===== src/hdl/pbpm_pkg.sv =====
// Shared codes and control types for the page buffer pool manager.
// Used by the frame cell and the top level; no other dependencies.
package pbpm_pkg;

	// Operation codes
	localparam logic [2:0] OP_GET    = 3'd0;
	localparam logic [2:0] OP_UNPIN  = 3'd1;
	localparam logic [2:0] OP_DIRTY  = 3'd2;
	localparam logic [2:0] OP_COMMIT = 3'd3;
	localparam logic [2:0] OP_CLOSE  = 3'd4;

	// Result status codes
	localparam logic [2:0] ST_HIT    = 3'd0;
	localparam logic [2:0] ST_FILLED = 3'd1;
	localparam logic [2:0] ST_FULL   = 3'd2;
	localparam logic [2:0] ST_NP     = 3'd3;
	localparam logic [2:0] ST_CLOSED = 3'd4;

	localparam int FILE_W = 8;
	localparam int PAGE_W = 32;
	localparam int IDX_W  = 4;
	localparam int DATA_W = 48;

	// Per-frame update strobes
	typedef struct packed {
		logic fill;
		logic pin;
		logic unpin;
		logic dirty_set;
		logic dirty_clr;
		logic invalidate;
	} frame_ctl_t;

	// Per-frame status toward the control
	typedef struct packed {
		logic hit;
		logic file_hit;
		logic valid;
		logic pinned;
		logic dirty;
	} frame_sts_t;

endpackage


===== src/hdl/pbpm_frame_cell.sv =====
// One frame table entry: tag, page and valid/pinned/dirty marks plus its compare.
// Depends on pbpm_pkg.
module pbpm_frame_cell import pbpm_pkg::*; (
	input  logic              clk,
	input  logic              arst_n,
	input  frame_ctl_t        ctl,
	input  logic [FILE_W-1:0] key_file,
	input  logic [PAGE_W-1:0] key_page,
	output frame_sts_t        sts,
	output logic [FILE_W-1:0] file,
	output logic [PAGE_W-1:0] page
);

	logic [FILE_W-1:0] file_q;
	logic [PAGE_W-1:0] page_q;
	logic              valid_q, pinned_q, dirty_q;

	// Entry state
	always_ff @(posedge clk or negedge arst_n) begin
		if (!arst_n) begin
			file_q   <= '0;
			page_q   <= '0;
			valid_q  <= 1'b0;
			pinned_q <= 1'b0;
			dirty_q  <= 1'b0;
		end else begin
			if (ctl.fill) begin
				file_q  <= key_file;
				page_q  <= key_page;
				valid_q <= 1'b1;
			end else if (ctl.invalidate) begin
				valid_q <= 1'b0;
			end
			if (ctl.pin)
				pinned_q <= 1'b1;
			else if (ctl.unpin)
				pinned_q <= 1'b0;
			if (ctl.dirty_set)
				dirty_q <= 1'b1;
			else if (ctl.dirty_clr || ctl.fill)
				dirty_q <= 1'b0;
		end
	end

	// Tag compare
	always_comb begin
		sts.file_hit = valid_q && (file_q == key_file);
		sts.hit      = sts.file_hit && (page_q == key_page);
		sts.valid    = valid_q;
		sts.pinned   = pinned_q;
		sts.dirty    = dirty_q;
	end

	assign file = file_q;
	assign page = page_q;

endmodule


===== src/hdl/pbpm_order_cell.sv =====
// One slot of the oldest-first unpinned frame queue; shifts from its upper neighbor.
// No package dependencies.
module pbpm_order_cell #(
	parameter int IW       = 4,
	parameter int RESET_ID = 0
) (
	input  logic          clk,
	input  logic          arst_n,
	input  logic          live,       // slot holds a queued frame
	input  logic          remove,
	input  logic [IW-1:0] tgt,
	input  logic          chain_in,   // target found in a lower slot
	output logic          chain_out,
	input  logic [IW-1:0] next_id,    // id of the upper neighbor
	input  logic          append,     // this slot is the first free slot past the tail
	input  logic [IW-1:0] app_id,
	output logic [IW-1:0] id
);

	logic [IW-1:0] id_q;

	assign chain_out = chain_in || (live && (id_q == tgt));

	// Close the gap by taking the neighbor's id, or take the appended id
	always_ff @(posedge clk or negedge arst_n) begin
		if (!arst_n) begin
			id_q <= IW'(RESET_ID);
		end else if (remove && chain_out) begin
			id_q <= next_id;
		end else if (append) begin
			id_q <= app_id;
		end
	end

	assign id = id_q;

endmodule


===== src/hdl/page_buffer_pool_manager.sv =====
// Page buffer pool frame table with oldest-released victim choice. One transaction at a
// time: get/unpin/dirty/commit pass through accept, tag lookup and update; close passes
// through accept, tag lookup, start, a walk over every frame and a final result. Each
// result waits while the single-result output register is full and not taken. The
// unpinned queue is a chain of cells that shifts one slot toward the head on removal.
// Depends on pbpm_pkg, pbpm_frame_cell and pbpm_order_cell.
module page_buffer_pool_manager import pbpm_pkg::*; #(
	parameter int FRAMES = 16
) (
	input  logic              clk,
	input  logic              arst_n,
	input  logic              s_tvalid,
	output logic              s_tready,
	input  logic [DATA_W-1:0] s_tdata,  // operation[2:0], file_id[10:3], page_number[42:11]
	output logic              m_tvalid,
	input  logic              m_tready,
	output logic [DATA_W-1:0] m_tdata,  // frame_index[3:0], status[6:4], writeback[7],
	                                    // writeback_file[15:8], writeback_page[47:16]
	output logic              m_tlast
);

	localparam int IW = (FRAMES > 1) ? $clog2(FRAMES) : 1;
	localparam int CW = $clog2(FRAMES + 1);

	typedef enum logic [2:0] {S_IDLE, S_LOOK, S_EXEC, S_CLOSE, S_DONE} state_t;

	state_t            state_q;
	logic [2:0]        op_q;
	logic [FILE_W-1:0] fid_q;
	logic [PAGE_W-1:0] pg_q;
	logic              hit_q;
	logic [IW-1:0]     hit_idx_q;
	logic [IW-1:0]     idx_q;
	logic [CW-1:0]     count_q;

	logic              out_valid_q, out_last_q, out_wb_q;
	logic [IDX_W-1:0]  out_idx_q;
	logic [2:0]        out_st_q;
	logic [FILE_W-1:0] out_wf_q;
	logic [PAGE_W-1:0] out_wp_q;

	frame_ctl_t        ctl   [FRAMES];
	frame_sts_t        sts   [FRAMES];
	logic [FILE_W-1:0] files [FRAMES];
	logic [PAGE_W-1:0] pages [FRAMES];
	logic [FRAMES-1:0] pinned_vec;

	logic [IW-1:0]     ord_id [FRAMES];
	logic [FRAMES:0]   chain;
	logic              ord_remove, ord_append;
	logic [IW-1:0]     ord_tgt, ord_app_id;

	// Frame cells
	for (genvar g = 0; g < FRAMES; g++) begin : g_frame
		pbpm_frame_cell u_cell (
			.clk      (clk),
			.arst_n   (arst_n),
			.ctl      (ctl[g]),
			.key_file (fid_q),
			.key_page (pg_q),
			.sts      (sts[g]),
			.file     (files[g]),
			.page     (pages[g])
		);
		assign pinned_vec[g] = sts[g].pinned;
	end

	// Unpinned queue, head at slot 0
	assign chain[0] = 1'b0;
	for (genvar g = 0; g < FRAMES; g++) begin : g_order
		logic [IW-1:0] nxt;
		if (g == FRAMES - 1) begin : g_top
			assign nxt = ord_id[g];
		end else begin : g_mid
			assign nxt = ord_id[g+1];
		end
		pbpm_order_cell #(.IW(IW), .RESET_ID(FRAMES - 1 - g)) u_ord (
			.clk       (clk),
			.arst_n    (arst_n),
			.live      (CW'(g) < count_q),
			.remove    (ord_remove),
			.tgt       (ord_tgt),
			.chain_in  (chain[g]),
			.chain_out (chain[g+1]),
			.next_id   (nxt),
			.append    (ord_append && (CW'(g) == count_q)),
			.app_id    (ord_app_id),
			.id        (ord_id[g])
		);
	end

	// Lowest matching frame
	logic          look_hit;
	logic [IW-1:0] look_idx;
	always_comb begin
		look_hit = 1'b0;
		look_idx = '0;
		for (int i = FRAMES - 1; i >= 0; i--) begin
			if (sts[i].hit) begin
				look_hit = 1'b1;
				look_idx = IW'(i);
			end
		end
	end

	logic slot_free;
	assign slot_free = !out_valid_q || m_tready;

	// Frame index narrowed/widened to the port width
	function automatic logic [IDX_W-1:0] to_idx(input logic [IW-1:0] f);
		logic [IW+IDX_W-1:0] t;
		t = {{IDX_W{1'b0}}, f};
		return t[IDX_W-1:0];
	endfunction

	// Per-item control
	logic              res_en, res_last, res_wb, step;
	logic [IDX_W-1:0]  res_idx;
	logic [2:0]        res_st;
	logic [FILE_W-1:0] res_wf;
	logic [PAGE_W-1:0] res_wp;
	logic [IW-1:0]     victim;
	logic              fill_now;

	assign victim = ord_id[0];

	always_comb begin
		for (int i = 0; i < FRAMES; i++)
			ctl[i] = '0;
		ord_remove = 1'b0;
		ord_append = 1'b0;
		ord_tgt    = '0;
		ord_app_id = '0;
		res_en     = 1'b0;
		res_last   = 1'b1;
		res_wb     = 1'b0;
		res_idx    = '0;
		res_st     = ST_NP;
		res_wf     = '0;
		res_wp     = '0;
		step       = 1'b0;
		fill_now   = 1'b0;
		case (state_q)
			S_EXEC: begin
				if (op_q == OP_CLOSE) begin
					step = 1'b1;
				end else if (slot_free) begin
					step   = 1'b1;
					res_en = 1'b1;
					if (op_q == OP_GET && !hit_q) begin
						if (count_q == '0) begin
							res_st = ST_FULL;
						end else begin
							fill_now           = 1'b1;
							res_st             = ST_FILLED;
							res_idx            = to_idx(victim);
							res_wb             = sts[victim].valid && sts[victim].dirty;
							res_wf             = res_wb ? files[victim] : '0;
							res_wp             = res_wb ? pages[victim] : '0;
							ord_remove         = 1'b1;
							ord_tgt            = victim;
							ctl[victim].fill   = 1'b1;
							ctl[victim].pin    = 1'b1;
						end
					end else if (hit_q && op_q <= OP_COMMIT) begin
						res_st  = ST_HIT;
						res_idx = to_idx(hit_idx_q);
						case (op_q)
							OP_GET: begin
								if (!sts[hit_idx_q].pinned) begin
									ctl[hit_idx_q].pin = 1'b1;
									ord_remove         = 1'b1;
									ord_tgt            = hit_idx_q;
								end
							end
							OP_DIRTY: ctl[hit_idx_q].dirty_set = 1'b1;
							OP_UNPIN, OP_COMMIT: begin
								if (op_q == OP_COMMIT) begin
									res_wb                     = sts[hit_idx_q].dirty;
									res_wf                     = res_wb ? files[hit_idx_q] : '0;
									res_wp                     = res_wb ? pages[hit_idx_q] : '0;
									ctl[hit_idx_q].dirty_clr   = 1'b1;
								end
								if (sts[hit_idx_q].pinned) begin
									ctl[hit_idx_q].unpin = 1'b1;
									ord_append           = 1'b1;
									ord_app_id           = hit_idx_q;
								end
							end
							default: ;
						endcase
					end
				end
			end
			S_CLOSE: begin
				if (sts[idx_q].file_hit && sts[idx_q].dirty) begin
					if (slot_free) begin
						step     = 1'b1;
						res_en   = 1'b1;
						res_last = 1'b0;
						res_st   = ST_CLOSED;
						res_idx  = to_idx(idx_q);
						res_wb   = 1'b1;
						res_wf   = fid_q;
						res_wp   = pages[idx_q];
					end
				end else begin
					step = 1'b1;
				end
				if (step && sts[idx_q].file_hit) begin
					ctl[idx_q].invalidate = 1'b1;
					ctl[idx_q].dirty_clr  = 1'b1;
					if (sts[idx_q].pinned) begin
						ctl[idx_q].unpin = 1'b1;
						ord_append       = 1'b1;
						ord_app_id       = idx_q;
					end
				end
			end
			S_DONE: begin
				if (slot_free) begin
					step   = 1'b1;
					res_en = 1'b1;
					res_st = ST_CLOSED;
				end
			end
			default: ;
		endcase
	end

	assign s_tready = (state_q == S_IDLE);

	// Sequencer and item registers
	always_ff @(posedge clk or negedge arst_n) begin
		if (!arst_n) begin
			state_q   <= S_IDLE;
			count_q   <= CW'(FRAMES);
			idx_q     <= '0;
			hit_q     <= 1'b0;
			hit_idx_q <= '0;
			op_q      <= '0;
			fid_q     <= '0;
			pg_q      <= '0;
		end else begin
			if (ord_remove)
				count_q <= count_q - CW'(1);
			else if (ord_append)
				count_q <= count_q + CW'(1);
			case (state_q)
				S_IDLE: begin
					if (s_tvalid) begin
						op_q    <= s_tdata[2:0];
						fid_q   <= s_tdata[10:3];
						pg_q    <= s_tdata[42:11];
						state_q <= S_LOOK;
					end
				end
				S_LOOK: begin
					hit_q     <= look_hit;
					hit_idx_q <= look_idx;
					idx_q     <= '0;
					state_q   <= S_EXEC;
				end
				S_EXEC: begin
					if (step)
						state_q <= (op_q == OP_CLOSE) ? S_CLOSE : S_IDLE;
				end
				S_CLOSE: begin
					if (step) begin
						idx_q <= idx_q + IW'(1);
						if (idx_q == IW'(FRAMES - 1))
							state_q <= S_DONE;
					end
				end
				S_DONE: begin
					if (step)
						state_q <= S_IDLE;
				end
				default: state_q <= S_IDLE;
			endcase
		end
	end

	// Output register
	always_ff @(posedge clk or negedge arst_n) begin
		if (!arst_n) begin
			out_valid_q <= 1'b0;
		end else if (res_en) begin
			out_valid_q <= 1'b1;
		end else if (m_tready) begin
			out_valid_q <= 1'b0;
		end
	end

	always_ff @(posedge clk) begin
		if (res_en) begin
			out_idx_q  <= res_idx;
			out_st_q   <= res_st;
			out_wb_q   <= res_wb;
			out_wf_q   <= res_wf;
			out_wp_q   <= res_wp;
			out_last_q <= res_last;
		end
	end

	assign m_tvalid = out_valid_q;
	assign m_tdata  = {out_wp_q, out_wf_q, out_wb_q, out_st_q, out_idx_q};
	assign m_tlast  = out_last_q;

	// The pinned frame count plus the queue length always equals the frame count
	a_count_balance: assert property (@(posedge clk) disable iff (!arst_n)
		(32'($countones(pinned_vec)) + 32'(count_q)) == 32'(FRAMES))
		else $error("pinned frames and queue length disagree");

	// A refill never picks a pinned frame
	a_victim_free: assert property (@(posedge clk) disable iff (!arst_n)
		fill_now |-> !sts[victim].pinned)
		else $error("victim frame is pinned");

	// Queue never grows and shrinks in the same cycle
	a_queue_op: assert property (@(posedge clk) disable iff (!arst_n)
		!(ord_remove && ord_append))
		else $error("queue remove and append together");

endmodule

===== config.mk =====
export PLATFORM = sky130hd
export DESIGN_NAME = page_buffer_pool_manager
export DESIGN_NICKNAME = d
export VERILOG_FILES = /design/src/hdl/pbpm_pkg.sv /design/src/hdl/pbpm_frame_cell.sv /design/src/hdl/pbpm_order_cell.sv /design/src/hdl/page_buffer_pool_manager.sv
export SDC_FILE = /design/constraint.sdc
export NUM_CORES = 2
export LEC_CHECK = 0
export BUFFER_PORTS_ARGS = -buffer_cell sky130_fd_sc_hd__buf_4
export CAP_MARGIN = 40
export CORE_ASPECT_RATIO = 1.75
export CORE_UTILIZATION = 27
export CTS_CLUSTER_SIZE = 10
export DETAILED_ROUTE_END_ITERATION = 6
export MAX_ROUTING_LAYER = met4
export PLACE_DENSITY_LB_ADDON = 0.2
export SLEW_MARGIN = 40
export SYNTH_ARGS = -nofsm -noshare
export SYNTH_HDL_FRONTEND = slang
export SYNTH_HIERARCHICAL = 1
export SYNTH_SLANG_ARGS = --single-unit

===== constraint.sdc =====
create_clock -name clk -period 10.07 [get_ports clk]
set_clock_uncertainty 0.1 [all_clocks]
set_input_delay 0 -clock clk [delete_from_list [all_inputs] [get_ports clk]]
set_output_delay 0 -clock clk [all_outputs]
set_load 0.02 [all_outputs]

==> tab_implementation.tex <==
\begin{tabular}{lr}
\hline
Metric & Value \\
\hline
\multicolumn{2}{l}{\textbf{STA}} \\
\quad Number of setup violations in the final report & 0 \\
\quad Unrepaired setup endpoints after global routing & false \\
\quad Final min period & 8.019 ns \\
\quad Share of the cycle needed by the critical path after routing & 79.63\% \\
\quad Final number of max-transition violations & 0 \\
\quad Pin slew with the least headroom to its limit & 0.9103 ns \\
\quad Setup tns final & 0 ns \\
\quad Highest clock frequency the design can meet & 0.1247 GHz \\
\quad Hold Violations, Final & 0 \\
\quad Max-Slew Margin vs Limit & 38.76\% \\
\quad Worst Setup Slack, final & 2.051 ns \\
\multicolumn{2}{l}{\textbf{Finish}} \\
\quad Fraction of layout cells with a size suffix above 1 & 38.52\% \\
\quad Number of fillers in the final layout & 22140 \\
\quad Syn-to-layout area delta & 13.99\% \\
\quad Commonest non-fill, non-tap cells in the layout & dfrtp\_1, xnor2\_1, mux2\_2, mux4\_2, buf\_4 \\
\quad Most common library cell in the layout ignoring fill and taps & dfrtp\_1 \\
\quad Final-stage net count & 4720 \\
\multicolumn{2}{l}{\textbf{CTS}} \\
\quad Clock edge transition at the registers on the reported setup and hold paths & 0.06 ns \\
\quad Worst-Skew Late Latency & 0.75 ns \\
\quad H-tree level count & 3 \\
\quad CTS Buf Count & 104 \\
\quad Number of gates given a new drive strength after cts & 0 \\
\quad Buffer levels on the longest clock path & 3 \\
\quad Library cell used as clock root buffer & clkbuf\_16 \\
\quad Number of clock sinks & 862 \\
\quad CTS tree & built \\
\multicolumn{2}{l}{\textbf{Setup path}} \\
\quad Startpoint-to-endpoint class of the critical path & flop to flop \\
\quad Required time at the endpoint of the critical path & 10.58 ns \\
\quad Critical path data arrival time & 8.53 ns \\
\quad Type of destination of the critical path & flop \\
\quad Critical path peak fanout & 18 \\
\quad Kind of start point of the critical path & flop \\
\multicolumn{2}{l}{\textbf{Pwr}} \\
\quad Power per standard cell area & 244.5 nW/um2 \\
\quad Leakage & 25.45 nW \\
\quad Maximum resistive drop on vdd & 0.0001517 V \\
\multicolumn{2}{l}{\textbf{Yosys}} \\
\quad Netlist area before placement & 59450 um2 \\
\quad Mean instance size in the synthesized netlist & 13.10 um2 \\
\quad Synthesized instance count & 4539 \\
\quad Yosys warning count & 6 \\
\multicolumn{2}{l}{\textbf{Global routing}} \\
\quad Antenna violations before repair & 8 \\
\quad Wire length of the first global-routing pass & 340400 um \\
\quad Number of global-route vias before repair & 43510 \\
\quad Overall Global Routing Usage & 22.12\% \\
\quad Grt ovf & 0 \\
\quad Maximum number of pins on one net before global-route repair & 127 \\
\multicolumn{2}{l}{\textbf{Route}} \\
\quad Number of vias in the routed layout & 41480 \\
\quad Post-DRT Antenna Nets & 0 \\
\quad Drt initial violations & 2783 \\
\quad DR vias/cell & 5.464 \\
\quad Total wire length after detailed routing & 239500 um \\
\quad Routed wire per std cell & 31.54 um \\
\quad Final routed DRC violation total & 0 \\
\quad Detailed-routing iteration count for the pre-antenna-repair pass & 7 \\
\multicolumn{2}{l}{\textbf{Job}} \\
\quad Max cap viols & 0 \\
\multicolumn{2}{l}{\textbf{Placement}} \\
\quad Worst slack at placement & 2.074 ns \\
\quad Number of buffer cells added on primary ports & 97 \\
\quad HPWL Detailed & 164600 um \\
\quad Final weighted congestion of routability-driven global placement & 0.9158 \\
\multicolumn{2}{l}{\textbf{Floorplanning}} \\
\quad Std-Cell Core Area & 218700 um2 \\
\quad Site row count & 227 \\
\quad Y dimension of the die & 622.7 um \\
\quad Number of ports placed on the die boundary & 103 \\
\quad Die area & 222100 um2 \\
\quad Starting utilization of the core area & 27.18\% \\
\quad Die width & 356.7 um \\
\multicolumn{2}{l}{\textbf{Worst hold path}} \\
\quad Worst hold path type & input port to flop \\
\multicolumn{2}{l}{\textbf{Outcome}} \\
\quad Result of the run & finished clean \\
\hline
\end{tabular}
## power by group
| group | internal (mW) | switching (mW) |
|---|---|---|
| sequential | 4.18 | 0.958 |
| clock | 1.98 | 1.66 |
| combinational | 3.41 | 4.38 |
## layout make-up
cell class | count | area (um2) | share of cell area [%]
Clock inverter | 20 | 217.7 | 0.3213
Multi-Input combinational cell | 3277 | 35800 | 52.83
Clock buffer | 154 | 2860 | 4.221
Inverter | 83 | 316.6 | 0.4671
Sequential cell | 862 | 21890 | 32.31
Timing Repair Buffer | 331 | 3089 | 4.559
Antenna cell | 3 | 7.507 | 0.01108
Tap cell | 2862 | 3581 | 5.284
## flip-flops by register name, indices dropped and copies added, names as in the netlist, 5 cells and up
name,count
count_q,5
fid_q,8
g_frame.u_cell/dirty_q,16
g_frame.u_cell/file,128
g_frame.u_cell/page,512
g_frame.u_cell/pinned_q,16
g_frame.u_cell/valid_q,16
g_order.u_ord/id,64
out_wf_q,8
out_wp_q,32
pg_q,32
## layer usage
layer / wire length [um] / up-vias / global-route usage, %
met2: 128200 / 1182 / 39.34
li1: - / 17650 / -
met4: 18770 / 0 / 14.42
met5: 0 / - / -
met1: 83700 / 22160 / 22.91
met3: 8807 / 485 / 2.458
## worst max-delay path, cell delays in order, from the launching register on
cell and delay (ns):
dfrtp_1 0.44, nor3_1 0.66, nand2_4 0.52, nor3_2 0.56
a22oi_1 0.20, nor2_2 0.13, buf_4 0.34, xnor2_1 0.15
and4_2 0.27, a21o_1 0.26, a21o_1 0.27, a21o_1 0.26
a21o_1 0.26, a21o_1 0.26, a21o_1 0.25, a21o_1 0.26
a21o_1 0.26, a21o_1 0.26, a21o_1 0.26, a21o_1 0.26
a21o_1 0.27, a21o_1 0.27, a21o_1 0.27, a21o_1 0.25
o21ai_0 0.34, o2bb2ai_1 0.16, nor3_1 0.06
## path summary, 6_finish.rpt
| check | start | end | cells past startpoint | slack [ns] |
|---|---|---|---|---|
| min in group asynchronous | arst_n | g_frame[3].u_cell/page[18]$_DFFE_PN0P_ | 4 | 0.35 |
| min reg2reg | g_frame[13].u_cell/pinned_q$_DFFE_PN0P_ | g_frame[13].u_cell/pinned_q$_DFFE_PN0P_ | 1 | 0.40 |
| max | op_q[0]$_DFFE_PN0P_ | g_order[15].u_ord/id[2]$_DFFE_PN0P_ | 26 | 2.05 |
| max reg2reg | op_q[0]$_DFFE_PN0P_ | g_order[15].u_ord/id[2]$_DFFE_PN0P_ | 26 | 2.05 |
| min | s_tdata[12] | pg_q[1]$_DFFE_PN0P_ | 3 | 0.01 |
| max in group asynchronous | arst_n | g_frame[12].u_cell/page[6]$_DFFE_PN0P_ | 6 | 7.87 |
## what timing repair did
item | 4_1_cts | 5_1_grt
endpoints found under the setup margin | 0 | 0
hold endpoints to repair | 474 | 0
setup buffers | 0 | 0
hold buffers | 102 | 0
## metrics by stage
step	instances	hold slack [ns]	cell area (um2)	power [mW]	utilization, %
6_report	7592	0.01309	67770	16.57	30.99
5_1_grt	7591	0.02178	67760	17.36	30.98
4_1_cts	7586	0.002038	67620	16.75	30.92
3_5_place_dp	7310	-0.02123	63510	12.94	29.04
3_3_place_gp	7298	-0.02519	63110	12.87	28.86
2_1_floorplan	4546	-0.3956	59470	10.11	-
(Power assumes the default switching activity.)
